## config.mk

```make
export PLATFORM = sky130hd
export DESIGN_NAME = qrr_sqrt
export DESIGN_NICKNAME = d
export VERILOG_FILES = /design/src/design/quadratic_real_roots_assert.svh /design/src/design/qrr_pkg.sv /design/src/design/qrr_sqrt.sv
export SDC_FILE = /design/constraint.sdc
export NUM_CORES = 2
export LEC_CHECK = 0
export ABC_AREA = 0
export ABC_CLOCK_PERIOD_IN_PS = 4800
export BUFFER_PORTS_ARGS = -buffer_cell sky130_fd_sc_hd__buf_4
export CORE_MARGIN = 2
export CORE_UTILIZATION = 63
export DETAILED_ROUTE_END_ITERATION = 8
export PLACE_DENSITY = 0.79
export SKIP_LAST_GASP = 1
export SYNTH_ARGS = -nofsm -noshare
export SYNTH_HDL_FRONTEND = slang
export SYNTH_MEMORY_MAX_BITS = 65536
export SYNTH_SLANG_ARGS = --single-unit
export TNS_END_PERCENT = 20
```

## constraint.sdc

```tcl
create_clock -name clk -period 4.8 [get_ports clk]
set_input_delay 0.96 -clock clk [delete_from_list [all_inputs] [get_ports clk]]
set_output_delay 0.96 -clock clk [all_outputs]
set_load 0.03 [all_outputs]
```

## src/design/quadratic_real_roots_assert.svh

```systemverilog
// Assertion macros for the quadratic root solver.
`ifndef QUADRATIC_REAL_ROOTS_ASSERT_SVH
`define QUADRATIC_REAL_ROOTS_ASSERT_SVH
`ifndef NO_ASSERTIONS
`define QRR_ASSERT(label, clk, rst_n, prop) \
    label: assert property (@(posedge clk) disable iff (!rst_n) prop) \
        else $error("assertion failed");
`define QRR_ASSERT_NEXT(label, clk, rst_n, ante, cons) \
    label: assert property (@(posedge clk) disable iff (!rst_n) (ante) |=> (cons)) \
        else $error("assertion failed");
`else
`define QRR_ASSERT(label, clk, rst_n, prop)
`define QRR_ASSERT_NEXT(label, clk, rst_n, ante, cons)
`endif
`endif

```

## src/design/qrr_pkg.sv

```systemverilog
// Shared constants and types for the quadratic root solver.
package qrr_pkg;

    localparam int WORD_BITS_DEF = 32;
    localparam int FRAC_BITS_DEF = 16;

    localparam logic [1:0] ST_OK     = 2'd0;
    localparam logic [1:0] ST_NOREAL = 2'd1;
    localparam logic [1:0] ST_DEGEN  = 2'd2;
    localparam logic [1:0] ST_SAT    = 2'd3;

    typedef struct packed {
        logic a_neg;
        logic b_neg;
        logic c_neg;
        logic no_real;
        logic degen;
    } qrr_flags_t;

endpackage

```

## src/design/qrr_sqrt.sv

```systemverilog
// Pipelined integer square root, one result bit per stage.
module qrr_sqrt
    import qrr_pkg::*;
#(
    parameter int R  = WORD_BITS_DEF + 1,
    parameter int SB = 8
)
(
    input  logic             clk,
    input  logic             rst_n,
    input  logic             en,
    input  logic             in_valid,
    input  logic [2*R-1:0]   rad,
    input  logic [SB-1:0]    side_in,
    output logic             out_valid,
    output logic [R-1:0]     root,
    output logic [SB-1:0]    side_out
);

    localparam int RW = R + 2;

    logic [R:0]      valid_reg;
    logic [2*R-1:0]  rad_reg  [0:R];
    logic [RW-1:0]   rem_reg  [0:R];
    logic [R-1:0]    root_reg [0:R];
    logic [SB-1:0]   side_reg [0:R];

    logic [2*R-1:0]  rad_next  [1:R];
    logic [RW-1:0]   rem_next  [1:R];
    logic [R-1:0]    root_next [1:R];

    genvar k;
    generate
        for (k = 0; k < R; k++) begin : g_step
            logic [RW-1:0] rem2;
            logic [RW-1:0] trial;
            logic          ge;
            always_comb
            begin
                rem2  = {rem_reg[k][RW-3:0], rad_reg[k][2*R-1 -: 2]};
                trial = {root_reg[k], 2'b01};
                ge    = rem2 >= trial;
                rem_next[k+1]  = ge ? (rem2 - trial) : rem2;
                root_next[k+1] = {root_reg[k][R-2:0], ge};
                rad_next[k+1]  = {rad_reg[k][2*R-3:0], 2'b00};
            end
        end
    endgenerate

    always_ff @(posedge clk or negedge rst_n)
    begin
        if (!rst_n)
        begin
            valid_reg <= '0;
        end
        else if (en)
        begin
            valid_reg <= {valid_reg[R-1:0], in_valid};
        end
    end

    always_ff @(posedge clk)
    begin
        if (en)
        begin
            rad_reg[0]  <= rad;
            rem_reg[0]  <= '0;
            root_reg[0] <= '0;
            side_reg[0] <= side_in;
            for (int i = 1; i <= R; i++)
            begin
                rad_reg[i]  <= rad_next[i];
                rem_reg[i]  <= rem_next[i];
                root_reg[i] <= root_next[i];
                side_reg[i] <= side_reg[i-1];
            end
        end
    end

    assign out_valid = valid_reg[R];
    assign root      = root_reg[R];
    assign side_out  = side_reg[R];

endmodule

```

==> key figures <==
Routing
  • Pre-Repair DR Iteration Count: 8
  • Routed Wire Length: 275,000 µm
  • Vias per cell: ~5.9
  • Wire length per cell: 20.8 µm
  • DRC: 0
  • Initial DRC Count: 6,812
  • Post-route ant nets: 0
  • Vias: 77,900

Die
  • Initial Utilization: 0.635
  • Io pins: 120
  • Die area: 215,000 µm²
  • Rows: 168
  • Chip height: 464 µm
  • Placeable Area: roughly 210,000 µm²
  • Die W: 464 µm

Timing
  • Fin worst setup slack: 0.493 ns
  • Final hold violation count: 0
  • Max Slew Vio Count: 0
  • Final setup vio count: 0
  • Max_slew headroom: 0.224
  • Clk_skew: 0.0733 ns
  • Max Clock Freq: 0.232 GHz
  • Least-Margin Pin Slew: between 1 and 1.5 ns
  • Final setup TNS: 0 ns
  • RSZ-0062 raised after global routing: false
  • Period utilization: 0.897
  • Fin crit period: 4.31 ns

Clock tree
  • CTS H-Tree Depth: 5
  • CTS buffer count: 315
  • TritonCTS clock tree: yes
  • Register clock-pin slew on the reported worst setup and hold paths: 0.06 ns
  • Clock buffer depth: 4
  • Clock Sinks: 2,996
  • Later-pin clock latency in the skew report: about 0.95 ns
  • CTS root buf: clkbuf_16

Place
  • GP Congestion: 0.906
  • Dpl cells: about 13,000
  • Final HPWL DP: 191,000 µm
  • I/O Buffers: 119
  • Place WS: ~0.56 ns

Yosys
  • Post-synth EDFFs: 2,962
  • Synth Area per Inst: 13.5 µm²
  • Top-area cell type share of the netlist area: 0.668
  • Syn nets: 10,500
  • Yosys reg bits: 2,996
  • FFs w/ async S/R, synth: 0.0113
  • Dominant synthesized flop cell: edfxtp_1
  • Leading area contributor after synthesis: edfxtp_1
  • Sequential element share of the synthesized area: 0.674
  • Mapped cell area: 133,000 µm²
  • Synth unique cells: 88
  • Yosys warnings: 0
  • Post-Synthesis Cells: 9,835
  • Dominant cells by area after synthesis: edfxtp_1 67%, ha_1 5.6%, xnor2_1 2.7%

Critical path
  • Cells on worst reg2reg path: 12
  • FF-to-FF Start: rem_reg[31][12]
  • CP Class: flip-flop to flip-flop
  • Worst path required time: 5.44 ns
  • R2r endpoint: rem_reg[32][22]
  • CP peak stage delay: 0.52 ns
  • Startpoint Class: flip-flop
  • CP most frequent cell: a21oi_1
  • WP data arrival: 4.95 ns
  • Worst path slowest cell: a211oi_1
  • Crit. End Element: flip-flop
  • CP Max Fanout: 33
  • Worst path cell trace: ha_1 > a21oi_1 > o21ai_0 > a221o_1 > a21oi_1 > nand3_1 > a211oi_1 > o31a_1 > o21ai_1 > a31oi_4 > buf_4 > mux2_2
  • R2r setup slk: between 0.4 and 0.5 ns

Layout
  • Layout cells sized above 1: 0.0855
  • Nets: between 10,000 and 15,000
  • Max reg flops: between 1,000 and 1,500
  • Non-Filler Instances: 13,200
  • Filler cell count in the final layout: 13,800
  • Syn-to-layout area delta: 11.2%
  • Core Util, Final: 0.706

Hold path
  • HP Class: input pin to flip-flop
  • Worst Hold Launch: rad[14]
  • WHS Path Cells: 1
  • Hold Path End: rad_reg[0][14]

GRT
  • GRT Residual Overflow: 0
  • Wire length of the first global-routing pass: between 400,000 and 500,000 µm
  • Vias in the first global route: between 70,000 and 80,000
  • GRT Total Usage: 0.253
  • Largest net degree at the start of global routing: 162
  • Initial antenna violation count: 4

Pwr
  • Peak supply drop: approximately 0.45 mV
  • Cell Pwr Density: 496 nW/µm²
  • Leak: 0.0566 µW

Run
  • Maximum Capacitance Violations: 0

Status
  • Outcome: finished, final reports clean
==> final cells by class <==
type | count | area [µm²] | share of cell area
Antenna cell | 2 | 5.00 | 0.0000338
Tap cell | 2805 | 3510 | 0.0237
Clock inverter | 178 | 1830 | 0.0123
Multi-Input combinational cell | 5892 | 40000 | 0.270
Timing Repair Buffer | 233 | 2120 | 0.0143
Inverter | 765 | 2870 | 0.0194
Sequential cell | 2996 | 89800 | 0.606
Clock buffer | 367 | 8100 | 0.0547
==> metal layers <==
| metal | GRT usage | up-vias | part of all wire |
|---|---|---|---|
| met3 | 0.0282 | 558 | 0.041 |
| met5 | 0 | - | 0 |
| met1 | 0.328 | 38000 | 0.41 |
| li1 | - | 37200 | - |
| met4 | 0.0853 | 0 | 0.034 |
| met2 | 0.444 | 2118 | 0.51 |
==> timing repair <==
action	4_1_cts	5_1_grt
resized for setup	0	0
setup endpoints to repair	0	0
hold buffers	1	0
hold endpoints to repair	34	0
buffers inserted	0	0
==> worst max-delay path, delay by kind of cell (launching register included) <==
kind | cells | cell delay (ns)
flip-flops | 1 | 0.39
adder cells (fa/ha/maj) | 1 | 0.40
AO/OA/AOI/OAI | 8 | 2.21
buffers and inverters | 1 | 0.44
multiplexers | 1 | 0.41
AND/OR/NAND/NOR | 1 | 0.17
==> cell usage in the layout, fill, tap and decap left out, types with 24 or more instances in the layout <==
| cell type | instances |
|---|---|
| a211oi_1 | 38 |
| buf_12 | 28 |
| xor2_1 | 411 |
| nand2b_1 | 130 |
| xnor2_1 | 413 |
| nor2b_1 | 80 |
| nor4_1 | 101 |
| bufinv_16 | 32 |
| edfxtp_1 | 2962 |
| and2_1 | 24 |
| a31oi_1 | 57 |
| nand2_1 | 637 |
| a21boi_0 | 28 |
| mux2_2 | 133 |
| o21ai_0 | 525 |
| and3_1 | 55 |
| or2_2 | 39 |
| o21bai_1 | 52 |
| clkbuf_1 | 51 |
| o211ai_1 | 35 |
| nor2_1 | 589 |
| inv_1 | 762 |
| o31ai_1 | 62 |
| clkbuf_16 | 316 |
| nand3_1 | 146 |
| or3_1 | 89 |
| a21o_1 | 258 |
| a21oi_1 | 589 |
| clkinv_1 | 59 |
| or4_1 | 61 |
| clkinv_2 | 44 |
| ha_1 | 595 |
| nor3_1 | 237 |
| nand3b_1 | 26 |
| dfrtp_1 | 34 |
| buf_4 | 203 |
| nand4_1 | 103 |
| o21a_1 | 117 |
==> cells in the mapped netlist (61+ instances only) <==
cell type and n:
nor2b_1 81, o21a_1 117, nand2b_1 130, nor4_1 101, clkbuf_1 154, or3_1 89
nand2_1 637, xor2_1 411, nor2_1 591, ha_1 595, edfxtp_1 2962, a21oi_1 591
inv_1 762, nand3_1 147, nand4_1 103, or4_1 61, nor3_1 238, mux2_2 133
xnor2_1 413, a21o_1 258, o21ai_0 525, o31ai_1 64
==> logic make-up (layout without fill, tap and decap cells) <==
group,count (synthesis),after routing,share of synthesized area
other cells,1,3,0.0000281
buf+inv,947,1543,0.0268
flops,2996,2996,0.674
xor+xnor,824,824,0.0542
compound gates,1945,1945,0.0900
mux,145,145,0.0121
simple gates,2382,2382,0.0871
fa+ha+maj,595,595,0.0559
==> worst max path at each step <==
stage | from | endpoint | cells past startpoint
after floorplan | rem_reg[31][12] | rem_reg[32][19] | 12
after global placement | root_reg[31][12] | rem_reg[32][2] | 13
after detailed placement | rem_reg[31][12] | rem_reg[32][21] | 12
after CTS | rem_reg[31][12] | rem_reg[32][21] | 12
after global routing | rem_reg[31][12] | rem_reg[32][22] | 12
final | rem_reg[31][12] | rem_reg[32][22] | 12
==> where the power goes <==
group | leakage [µW] | internal [µW] | total (µW) | switching (µW)
sequential | 0.0290 | 32900 | 35200 | 2260
clock | 0.00481 | 13800 | 23600 | 9770
combinational | 0.0228 | 6150 | 14700 | 8550
==> metrics by stage <==
| step | hold WS [ns] | power, µW | area [µm²] |
|---|---|---|---|
| 2_1_floorplan | 0.400 | 45200 | 133000 |
| 3_3_place_gp | 0.400 | 49900 | 138000 |
| 4_1_cts | 0.114 | 73900 | 148000 |
| 6_report | 0.183 | 73500 | 148000 |
| 3_5_place_dp | 0.405 | 50200 | 138000 |
| 5_1_grt | 0.121 | 76800 | 148000 |
Note: power is estimated with default switching activity, not from simulation.
